===== src/design/itwt_pkg.sv =====
`default_nettype none

package itwt_pkg;

    // Widths of the request and result fields.
    localparam int VALUE_W = 31;
    localparam int CODE_W  = 5;
    localparam int DIGITS  = 10;
    localparam int BCD_W   = 4 * DIGITS;

    // Conversion takes one input bit per cycle; the counter stops at the last one.
    localparam logic [4:0] CONV_LAST = 5'(VALUE_W - 1);

    // Word codes.
    localparam logic [CODE_W-1:0] W_ZERO     = 5'd0;
    localparam logic [CODE_W-1:0] W_TEN      = 5'd10;
    localparam logic [CODE_W-1:0] W_TENS_OFS = 5'd18;
    localparam logic [CODE_W-1:0] W_HUNDRED  = 5'd28;
    localparam logic [CODE_W-1:0] W_THOUSAND = 5'd29;
    localparam logic [CODE_W-1:0] W_MILLION  = 5'd30;
    localparam logic [CODE_W-1:0] W_BILLION  = 5'd31;

    // Three-digit groups, most significant first.
    localparam logic [1:0] GRP_BILLION  = 2'd0;
    localparam logic [1:0] GRP_MILLION  = 2'd1;
    localparam logic [1:0] GRP_THOUSAND = 2'd2;
    localparam logic [1:0] GRP_UNITS    = 2'd3;

    // Word slots inside one group, in reading order.
    localparam logic [2:0] SLOT_HUND_DIGIT = 3'd0;
    localparam logic [2:0] SLOT_HUNDRED    = 3'd1;
    localparam logic [2:0] SLOT_TENS       = 3'd2;
    localparam logic [2:0] SLOT_UNIT       = 3'd3;
    localparam logic [2:0] SLOT_SCALE      = 3'd4;
    localparam int         SLOTS           = 5;

    typedef enum logic [2:0] {
        ST_IDLE = 3'b001,
        ST_CONV = 3'b010,
        ST_EMIT = 3'b100
    } state_t;

    // Commands from the controller to the datapath.
    typedef struct packed {
        logic       load;
        logic       shift;
        logic       step;
        logic       emit_zero;
        logic [1:0] grp;
        logic [2:0] slot;
    } cmd_t;

    // Status from the datapath to the controller.
    typedef struct packed {
        logic emits;
        logic last;
        logic zero;
        logic out_full;
    } status_t;

    typedef struct packed {
        logic              emit;
        logic [CODE_W-1:0] code;
    } word_t;

    // Word produced by one slot of a group with digits h, t, u.
    function automatic word_t slot_word(input logic [3:0] h, input logic [3:0] t,
                                        input logic [3:0] u, input logic [1:0] grp,
                                        input logic [2:0] slot);
        word_t w;
        logic  nz;
        w.emit = 1'b0;
        w.code = W_ZERO;
        nz     = (h != 4'd0) || (t != 4'd0) || (u != 4'd0);
        case (slot)
            SLOT_HUND_DIGIT:
            begin
                w.emit = (h != 4'd0);
                w.code = {1'b0, h};
            end
            SLOT_HUNDRED:
            begin
                w.emit = (h != 4'd0);
                w.code = W_HUNDRED;
            end
            SLOT_TENS:
            begin
                w.emit = (t != 4'd0) || (u != 4'd0);
                if (t >= 4'd2)
                    w.code = W_TENS_OFS + {1'b0, t};
                else if (t == 4'd1)
                    w.code = W_TEN + {1'b0, u};
                else
                    w.code = {1'b0, u};
            end
            SLOT_UNIT:
            begin
                w.emit = (t >= 4'd2) && (u != 4'd0);
                w.code = {1'b0, u};
            end
            SLOT_SCALE:
            begin
                w.emit = nz && (grp != GRP_UNITS);
                case (grp)
                    GRP_BILLION:  w.code = W_BILLION;
                    GRP_MILLION:  w.code = W_MILLION;
                    GRP_THOUSAND: w.code = W_THOUSAND;
                    default:      w.code = W_ZERO;
                endcase
            end
            default:
            begin
                w.emit = 1'b0;
            end
        endcase
        return w;
    endfunction

endpackage

`default_nettype wire


===== src/design/itwt_in_if.sv =====
`default_nettype none

// Request channel: one integer per request.
interface itwt_in_if;
    logic        valid;
    logic        ready;
    logic [30:0] value;

    modport source (output valid, output value, input ready);
    modport sink (input valid, input value, output ready);
endinterface

`default_nettype wire


===== src/design/itwt_out_if.sv =====
`default_nettype none

// Result channel: one word code per request on this side.
interface itwt_out_if;
    logic       valid;
    logic       ready;
    logic [4:0] word_code;
    logic       last_word;

    modport source (output valid, output word_code, output last_word, input ready);
    modport sink (input valid, input word_code, input last_word, output ready);
endinterface

`default_nettype wire


===== src/design/itwt_ctrl.sv =====
`default_nettype none

module itwt_ctrl
    import itwt_pkg::*;
(
    input  wire logic    clk,
    input  wire logic    rst_n,
    input  wire logic    in_valid,
    output logic         in_ready,
    input  wire status_t status,
    output cmd_t         cmd
);

    state_t     state_reg, state_next;
    logic [4:0] cnt_reg, cnt_next;
    logic [1:0] grp_reg, grp_next;
    logic [2:0] slot_reg, slot_next;

    // State and sequencing registers.
    always_ff @(posedge clk or negedge rst_n)
    begin
        if (!rst_n)
        begin
            state_reg <= ST_IDLE;
            cnt_reg   <= 5'd0;
            grp_reg   <= GRP_BILLION;
            slot_reg  <= SLOT_HUND_DIGIT;
        end
        else
        begin
            state_reg <= state_next;
            cnt_reg   <= cnt_next;
            grp_reg   <= grp_next;
            slot_reg  <= slot_next;
        end
    end

    assign in_ready = (state_reg == ST_IDLE);

    // Next state and datapath commands.
    always_comb
    begin
        state_next    = state_reg;
        cnt_next      = cnt_reg;
        grp_next      = grp_reg;
        slot_next     = slot_reg;
        cmd.load      = 1'b0;
        cmd.shift     = 1'b0;
        cmd.step      = 1'b0;
        cmd.emit_zero = 1'b0;
        cmd.grp       = grp_reg;
        cmd.slot      = slot_reg;
        case (state_reg)
            ST_IDLE:
            begin
                if (in_valid)
                begin
                    cmd.load   = 1'b1;
                    cnt_next   = 5'd0;
                    state_next = ST_CONV;
                end
            end
            ST_CONV:
            begin
                cmd.shift = 1'b1;
                cnt_next  = cnt_reg + 5'd1;
                if (cnt_reg == CONV_LAST)
                begin
                    grp_next   = GRP_BILLION;
                    slot_next  = SLOT_HUND_DIGIT;
                    state_next = ST_EMIT;
                end
            end
            ST_EMIT:
            begin
                if (status.zero)
                begin
                    // A zero value reads as the single word Zero.
                    if (!status.out_full)
                    begin
                        cmd.emit_zero = 1'b1;
                        state_next    = ST_IDLE;
                    end
                end
                else if (!(status.emits && status.out_full))
                begin
                    // One slot per cycle; a slot that emits waits for a free output.
                    cmd.step = 1'b1;
                    if ((status.emits && status.last) ||
                        (grp_reg == GRP_UNITS && slot_reg == SLOT_SCALE))
                    begin
                        state_next = ST_IDLE;
                    end
                    else if (slot_reg == SLOT_SCALE)
                    begin
                        slot_next = SLOT_HUND_DIGIT;
                        grp_next  = grp_reg + 2'd1;
                    end
                    else
                    begin
                        slot_next = slot_reg + 3'd1;
                    end
                end
            end
            default:
            begin
                state_next = ST_IDLE;
            end
        endcase
    end

endmodule

`default_nettype wire


===== src/design/itwt_dp.sv =====
`default_nettype none

module itwt_dp
    import itwt_pkg::*;
(
    input  wire logic               clk,
    input  wire logic               rst_n,
    input  wire cmd_t               cmd,
    output status_t                 status,
    input  wire logic [VALUE_W-1:0] value,
    output logic                    out_valid,
    input  wire logic               out_ready,
    output logic [CODE_W-1:0]       word_code,
    output logic                    last_word
);

    logic [VALUE_W-1:0] bin_reg, bin_next;
    logic [BCD_W-1:0]   bcd_reg, bcd_next;
    logic [BCD_W-1:0]   bcd_adj;
    logic [CODE_W-1:0]  code_reg, code_next;
    logic               last_reg, last_next;
    logic               valid_reg, valid_next;
    logic [3:0]         dig_h, dig_t, dig_u;
    logic               lower_nz;
    logic               more_in_grp;
    logic               load_out;
    word_t              cur;
    word_t              probe;

    // Shift-add-3 step: digits of five or more get three added before the shift.
    always_comb
    begin
        for (int i = 0; i < DIGITS; i++)
        begin
            if (bcd_reg[4*i +: 4] >= 4'd5)
                bcd_adj[4*i +: 4] = bcd_reg[4*i +: 4] + 4'd3;
            else
                bcd_adj[4*i +: 4] = bcd_reg[4*i +: 4];
        end
    end

    always_comb
    begin
        bin_next = bin_reg;
        bcd_next = bcd_reg;
        if (cmd.load)
        begin
            bin_next = value;
            bcd_next = '0;
        end
        else if (cmd.shift)
        begin
            bin_next = {bin_reg[VALUE_W-2:0], 1'b0};
            bcd_next = {bcd_adj[BCD_W-2:0], bin_reg[VALUE_W-1]};
        end
    end

    always_ff @(posedge clk)
    begin
        bin_reg <= bin_next;
        bcd_reg <= bcd_next;
    end

    // Digits of the current group and whether any lower group is nonzero.
    always_comb
    begin
        case (cmd.grp)
            GRP_BILLION:
            begin
                dig_h    = 4'd0;
                dig_t    = 4'd0;
                dig_u    = bcd_reg[39:36];
                lower_nz = (bcd_reg[35:0] != '0);
            end
            GRP_MILLION:
            begin
                dig_h    = bcd_reg[35:32];
                dig_t    = bcd_reg[31:28];
                dig_u    = bcd_reg[27:24];
                lower_nz = (bcd_reg[23:0] != '0);
            end
            GRP_THOUSAND:
            begin
                dig_h    = bcd_reg[23:20];
                dig_t    = bcd_reg[19:16];
                dig_u    = bcd_reg[15:12];
                lower_nz = (bcd_reg[11:0] != '0);
            end
            default:
            begin
                dig_h    = bcd_reg[11:8];
                dig_t    = bcd_reg[7:4];
                dig_u    = bcd_reg[3:0];
                lower_nz = 1'b0;
            end
        endcase
    end

    // Word of the current slot, and whether a later slot of this group speaks.
    always_comb
    begin
        cur         = slot_word(dig_h, dig_t, dig_u, cmd.grp, cmd.slot);
        more_in_grp = 1'b0;
        probe       = '0;
        for (int s = 0; s < SLOTS; s++)
        begin
            probe = slot_word(dig_h, dig_t, dig_u, cmd.grp, 3'(s));
            if (3'(s) > cmd.slot && probe.emit)
                more_in_grp = 1'b1;
        end
    end

    assign status.emits    = cur.emit;
    assign status.last     = !(more_in_grp || lower_nz);
    assign status.zero     = (bcd_reg == '0);
    assign status.out_full = valid_reg && !out_ready;

    // Output register.
    assign load_out = cmd.emit_zero || (cmd.step && cur.emit);

    always_comb
    begin
        code_next  = code_reg;
        last_next  = last_reg;
        valid_next = valid_reg && !out_ready;
        if (cmd.emit_zero)
        begin
            code_next = W_ZERO;
            last_next = 1'b1;
        end
        else if (load_out)
        begin
            code_next = cur.code;
            last_next = status.last;
        end
        if (load_out)
            valid_next = 1'b1;
    end

    always_ff @(posedge clk or negedge rst_n)
    begin
        if (!rst_n)
            valid_reg <= 1'b0;
        else
            valid_reg <= valid_next;
    end

    always_ff @(posedge clk)
    begin
        code_reg <= code_next;
        last_reg <= last_next;
    end

    assign out_valid = valid_reg;
    assign word_code = code_reg;
    assign last_word = last_reg;

endmodule

`default_nettype wire


===== src/design/integer_to_word_tokens_top.sv =====
`default_nettype none

// Reads a 31-bit non-negative integer out as English word codes, one word per
// result request, most significant group first, with last_word set on the final
// word. A value is taken in, then converted to ten decimal digits by a shift-add-3
// loop, then a word sequencer visits the five word slots of each of the four
// three-digit groups at one slot per cycle and stops after the final word; a slot
// with a word waits while the output register is full. The units group never
// speaks a scale word. The next value is accepted while the final word still
// waits in the output register.
module integer_to_word_tokens_top
    import itwt_pkg::*;
(
    input  wire logic  clk,
    input  wire logic  rst_n,
    itwt_in_if.sink    in_ch,
    itwt_out_if.source out_ch
);

    cmd_t    cmd;
    status_t status;

    itwt_ctrl u_ctrl (
        .clk      (clk),
        .rst_n    (rst_n),
        .in_valid (in_ch.valid),
        .in_ready (in_ch.ready),
        .status   (status),
        .cmd      (cmd)
    );

    itwt_dp u_dp (
        .clk       (clk),
        .rst_n     (rst_n),
        .cmd       (cmd),
        .status    (status),
        .value     (in_ch.value),
        .out_valid (out_ch.valid),
        .out_ready (out_ch.ready),
        .word_code (out_ch.word_code),
        .last_word (out_ch.last_word)
    );

endmodule

`default_nettype wire


===== src/flat_wrapper.sv =====
// flat-port wrapper written by rule: the top's interface ports become plain ports
module integer_to_word_tokens_top_flat import itwt_pkg::*;
  (clk, rst_n, in_ch_valid, in_ch_value, in_ch_ready, out_ch_valid, out_ch_word_code, out_ch_last_word, out_ch_ready);
  itwt_in_if in_ch_i ();
  itwt_out_if out_ch_i ();
  input  wire logic clk;
  input  wire logic rst_n;
  input wire logic [$bits(in_ch_i.valid)-1:0] in_ch_valid;
  input wire logic [$bits(in_ch_i.value)-1:0] in_ch_value;
  output wire logic [$bits(in_ch_i.ready)-1:0] in_ch_ready;
  output wire logic [$bits(out_ch_i.valid)-1:0] out_ch_valid;
  output wire logic [$bits(out_ch_i.word_code)-1:0] out_ch_word_code;
  output wire logic [$bits(out_ch_i.last_word)-1:0] out_ch_last_word;
  input wire logic [$bits(out_ch_i.ready)-1:0] out_ch_ready;
  assign in_ch_i.valid = in_ch_valid;
  assign in_ch_i.value = in_ch_value;
  assign in_ch_ready = in_ch_i.ready;
  assign out_ch_valid = out_ch_i.valid;
  assign out_ch_word_code = out_ch_i.word_code;
  assign out_ch_last_word = out_ch_i.last_word;
  assign out_ch_i.ready = out_ch_ready;
  integer_to_word_tokens_top u_core (.clk(clk), .rst_n(rst_n), .in_ch(in_ch_i), .out_ch(out_ch_i));
endmodule

===== config.mk =====
export PLATFORM = sky130hd
export DESIGN_NAME = integer_to_word_tokens_top_flat
export DESIGN_NICKNAME = d
export VERILOG_FILES = /design/src/design/itwt_pkg.sv /design/src/design/itwt_in_if.sv /design/src/design/itwt_out_if.sv /design/src/design/itwt_ctrl.sv /design/src/design/itwt_dp.sv /design/src/design/integer_to_word_tokens_top.sv /design/src/flat_wrapper.sv
export SDC_FILE = /design/constraint.sdc
export NUM_CORES = 1
export LEC_CHECK = 0
export ABC_AREA = 1
export ABC_CLOCK_PERIOD_IN_PS = 4850
export BUFFER_PORTS_ARGS = -buffer_cell sky130_fd_sc_hd__buf_2
export CORE_MARGIN = 2
export CORE_UTILIZATION = 63
export CTS_CLUSTER_SIZE = 24
export DETAILED_ROUTE_END_ITERATION = 6
export PLACE_DENSITY = 0.81
export SLEW_MARGIN = 20
export SYNTH_ARGS = -nofsm -noshare
export SYNTH_HDL_FRONTEND = slang
export SYNTH_HIERARCHICAL = 1
export SYNTH_SLANG_ARGS = --single-unit

===== constraint.sdc =====
create_clock -name clk -period 4.85 [get_ports clk]
set_input_delay 0.7275 -clock clk [delete_from_list [all_inputs] [get_ports clk]]
set_output_delay 0.7275 -clock clk [all_outputs]
set_load 0.03 [all_outputs]

# After elaboration in Yosys (flattened, before gate mapping)
# Index checks and enable logic that the tools add are counted.
totals:
  register_bits: 91
  wordCells: 155
op_classes:
  addsub: 15
  n_lt_le_gt_ge: 16
  n_eq_ne: 22
  muxes: 56
  reduce_logical: 37
ops:
  columns: ["op", "count"]
  rows:
  - ["$mux 31", 2]
  - ["$ge 4x3->1 const B", 10]
  - ["$logic_not 40->1", 1]
  - ["$add 4x2->4 const B", 9]
  - ["$mux 3", 12]
  - ["$mux 4", 9]
  - ["$pmux 4 s3", 3]
  - ["$reduce_bool 36->1", 1]
  - ["$pmux 5 s5", 1]
  - ["$reduce_bool 24->1", 1]
  - ["$mux 5", 3]
  - ["$pmux 5 s3", 1]
  - ["$ne 2x2->1 const B", 7]
  - ["$mux 1", 13]
  - ["$logic_and 1x1->1", 12]
  - ["$mux 2", 6]
  - ["$reduce_bool 12->1", 1]
  - ["$reduce_bool 4->1", 3]
  - ["$pmux 5 s2", 1]
  - ["$reduce_and 5->1", 2]
  - ["$eq 3x2->1 const B", 3]
  - ["$pmux 3 s3", 1]
  - ["$eq 3x1->1 const B", 2]
  - ["$eq 3x3->1 const B", 2]
  - ["28 further kinds", 40]

# Longest topological paths before layout
depth:
  depth_word: 17
  depth_mapped: 19
  depth_no_buf: 17

# Modules after synthesis
# Netlist, hierarchy kept.
by_module_without_submodules:
  columns: ["mod", "n_inst", "cells_each", "area_each_um2"]
  rows:
  - ["itwt_dp", 1, 651, 4887.2]
  - ["itwt_ctrl", 1, 119, 894.6]

# Worst setup path after synthesis
# OpenSTA, ideal clock, no wires.
synth_timing:
  path_kind: "input -> register"
  start: "input port in_ch_valid"
  end: "register u_core.u_dp.bin_reg[0], enable pin"
  setup_ps: 408
  arrival_time_ps: 2561
  path_slack_ps: 1881
  cell_stages: 6
  cell_sequence: "inv_1 > nor2_2 > clkbuf_1 > inv_1 > nand2_1 > clkbuf_1"
synth_lines:
  columns: ["element", "line", "source"]
  rows:
  - ["start, declared", "flat_wrapper.sv:8", "input wire logic [$bits(in_ch_i.valid)-1:0] in_ch_valid;"]
  - ["end signal, assigned", "itwt_dp.sv:60", "bin_reg <= bin_next;"]
  - ["end, declared", "itwt_dp.sv:17", "logic [VALUE_W-1:0] bin_reg, bin_next;"]

==> results.md <==
- CTS clk-pin slew, worst paths: 0.10 ns
- Crit-path slowest cell: dfrtp_1
- Final Hold Viols: 0
- Slew margin rel.: 0.5283
- First-pass GRT wire length: 23100 microns
- Die H: 99.80 microns
- P&R area growth vs syn: 7.228%
- Drt wl/cell: 14.80 microns
- Most common cell after layout, fill and taps aside: nand2_1
- Core footprint: 0.008806 sq mm
- Synth Instances: 770
- FF-to-FF Start: u_core/u_ctrl/grp_reg[1]
- Post-DRT Antenna Nets: 0
- CTS sink cnt: 91
- Slowest stage delay, CP: 0.39 ns
- Setup Skew: 0.01646 ns
- Internal reg-to-reg setup slack: 2.13 ns
- Worst-margin pin slew: 0.7076 ns
- I/O Buffers: 42
- Crit share post-route: 0.5614
- Routed vias: 5268
- Setup crit end kind: register
- Initial core utilization: 0.6566
- Number of global-route vias before repair: 4948
- R2R Path End: u_core/u_dp/word_code[0]
- Synth Flop Type: dfxtp_1
- Fmax: 367.3 MHz
- CP arrival: 3.03 ns
- Ys async rst share: 0.1538
- Setup TNS: 0 ns
- Routability cong.: 0.9235
- Final Max Tran Viols: 0
- Syn Nets: 841
- CTS Buffer Depth: 2
- Depth of the most critical reg-to-reg path: 16
- CP max FO: 30
- H-tree Lvls: 3
- Register area share after synthesis: 0.3811
- Max FFs per register: 40
- Startpoint class of the critical path: register
- VDD IR max: 0.0003199 V
- Pleak: 2.860 nW
- RSZ-0062 raised after global routing: false
- Num ports: 43
- Largest area contributor in the netlist: edfxtp_1
- CTS tree: done
- Max_cap viols: 0
- GRT Overall Usage: 0.2882
- Detailed placer's ending HPWL: 9997 microns
- Crit-path leading delay family: simple AND/OR/NAND/NOR gates
- Buf/Inv on CP: 3
- PnR Total Power: 2.628 mW
- PostCTS Resize Cnt: 0
- Ratio of cells with drive above 1 in the final layout: 0.1471
- Yosys top cell area share: 0.1610
- Number of synthesized flops with an enable pin: 31
- Cts bufs inserted: 9
- Std-Cell Rows: 34
- Register bit count reported by yosys: 91
- Initial drt markers: 452
- # DRC: 0
- # setup viols final: 0
- Largest cells by area after synthesis: edfxtp_1 16%, dfxtp_1 16%, nand2_1 12%
- Root buffer cell: clkbuf_8
- WL final: 13570 microns
- Hold crit path type: input port to asynchronous set/reset pin
- Cell count after placement: 901
- Full die area: 0.009960 sq mm
- Final non-filler cell total: 917
- Worst skew pair latency: 0.37 ns
- Largest net degree at the start of global routing: 58
- Synthesized area per cell: 7.509 sq um
- Status: finished clean
- Hold-fix buffers, CTS: 0
- Minimum clock period after layout: 2.723 ns
- DIE WIDTH: 99.80 microns
- CP Class: register to register
- Fin nets: 875
- Cell variety after synth: 41
- ANT cells: 0
- Mapped Area: 0.005782 sq mm
- Power Dens Cells: 423.9 mW/mm^2
- Number of vias per cell: 5.745
- Post-CTS Setup Bufs: 0
- Commonest cells after routing, fill and taps aside: 189 x nand2_1, 91 x inv_1, 78 x nand3_1
- Critical-path cell list: buf_4, nand3_1, nand3_1, inv_1, nand2_1, nor2_4, nand3_2, nand2_2, nand4_4, nand2_1, nand2_1, nor2_1, inv_1, nor2_4, nor2_1, nor2_1
- Req. time, crit path: 5.15 ns
- Congestion Overflow GR: 0
- Final core utilization: 0.7040
- Drt pass-1 iters: 5
- Initial antenna violation count: 0
- Synth Warn #: 6
[metrics by stage]
| step | hold slack (ns) | area (sq um) | setup slack (ns) |
|---|---|---|---|
| after global routing | 0.2542 | 6200 | 1.815 |
| final | 0.2458 | 6200 | 2.127 |
| after global placement | 0.4308 | 6020 | 2.260 |
| after floorplan | 0.4215 | 5782 | 1.881 |
| after detailed placement | 0.4422 | 6025 | 2.154 |
| after CTS | 0.2447 | 6200 | 2.137 |
[how the worst max path moves through the flow]
stage / start / endpoint / slack [ns] / cells after the start
after floorplan: in_ch_valid / u_core/u_dp/bin_reg[0] / 1.88 / 6
after global placement: in_ch_valid / u_core/u_dp/bin_reg[3] / 2.26 / 5
after detailed placement: u_core/u_ctrl/grp_reg[1] / u_core/u_dp/word_code[0] / 2.15 / 16
after CTS: u_core/u_ctrl/grp_reg[1] / u_core/u_dp/word_code[0] / 2.14 / 16
after global routing: u_core/u_ctrl/grp_reg[0] / u_core/u_dp/word_code[0] / 1.81 / 17
final: u_core/u_ctrl/grp_reg[1] / u_core/u_dp/word_code[0] / 2.13 / 16
[cells by family (layout without fill, tap and decap cells)]
logic type                 Yosys count  after routing  share of synthesized area
and+or+nand+nor                    392            392                     0.3153
xor gates and xnor gates            11             11                    0.01666
DFF                                 91             91                     0.3811
adders and majority gates           36             36                    0.07790
AOI/OAI and AO/OA                  115            115                     0.1179
buffers and inverters              125            164                    0.09110
[layer usage]
metal / GRT usage / vias up / routed length [microns]
met4: 0.08746 / 0 / 269
met5: 0 / - / 0
met3: 0.04178 / 23 / 857
li1: - / 2626 / -
met1: 0.3902 / 2422 / 6054
met2: 0.4834 / 197 / 6387
[cells in the mapped netlist (4+ instances only)]
library cell,count
nand2_1,190
inv_1,91
nand3_1,78
nor2_1,66
o21ai_0,49
dfxtp_1,46
ha_1,36
edfxtp_1,31
a21oi_1,20
nand3_2,15
o22ai_1,15
clkbuf_1,13
dfrtp_1,13
nand4_1,10
inv_2,9
nor2_2,9
nand2_2,8
xor2_1,8
o31ai_1,7
a31oi_1,6
buf_6,6
a32o_1,4
nor2_4,4
o211ai_1,4
o32ai_1,4
or2_2,4
[final cells by class]
class                   instances  area [sq um]
clock buffers                  10         127.6
clock inverters                 6         47.55
fillers                       734          2606
inverters                     101         379.1
multi-input cells             554          3059
flip-flops and latches         91          2203
well taps                     108         135.1
repair buffers                 47         247.7
[where the power goes]
part           switching (mW)  internal, mW
combinational           0.713         0.265
sequential              0.103          1.07
clock                   0.288         0.190
total                    1.10          1.52
Power figures use the tool's default switching activity.
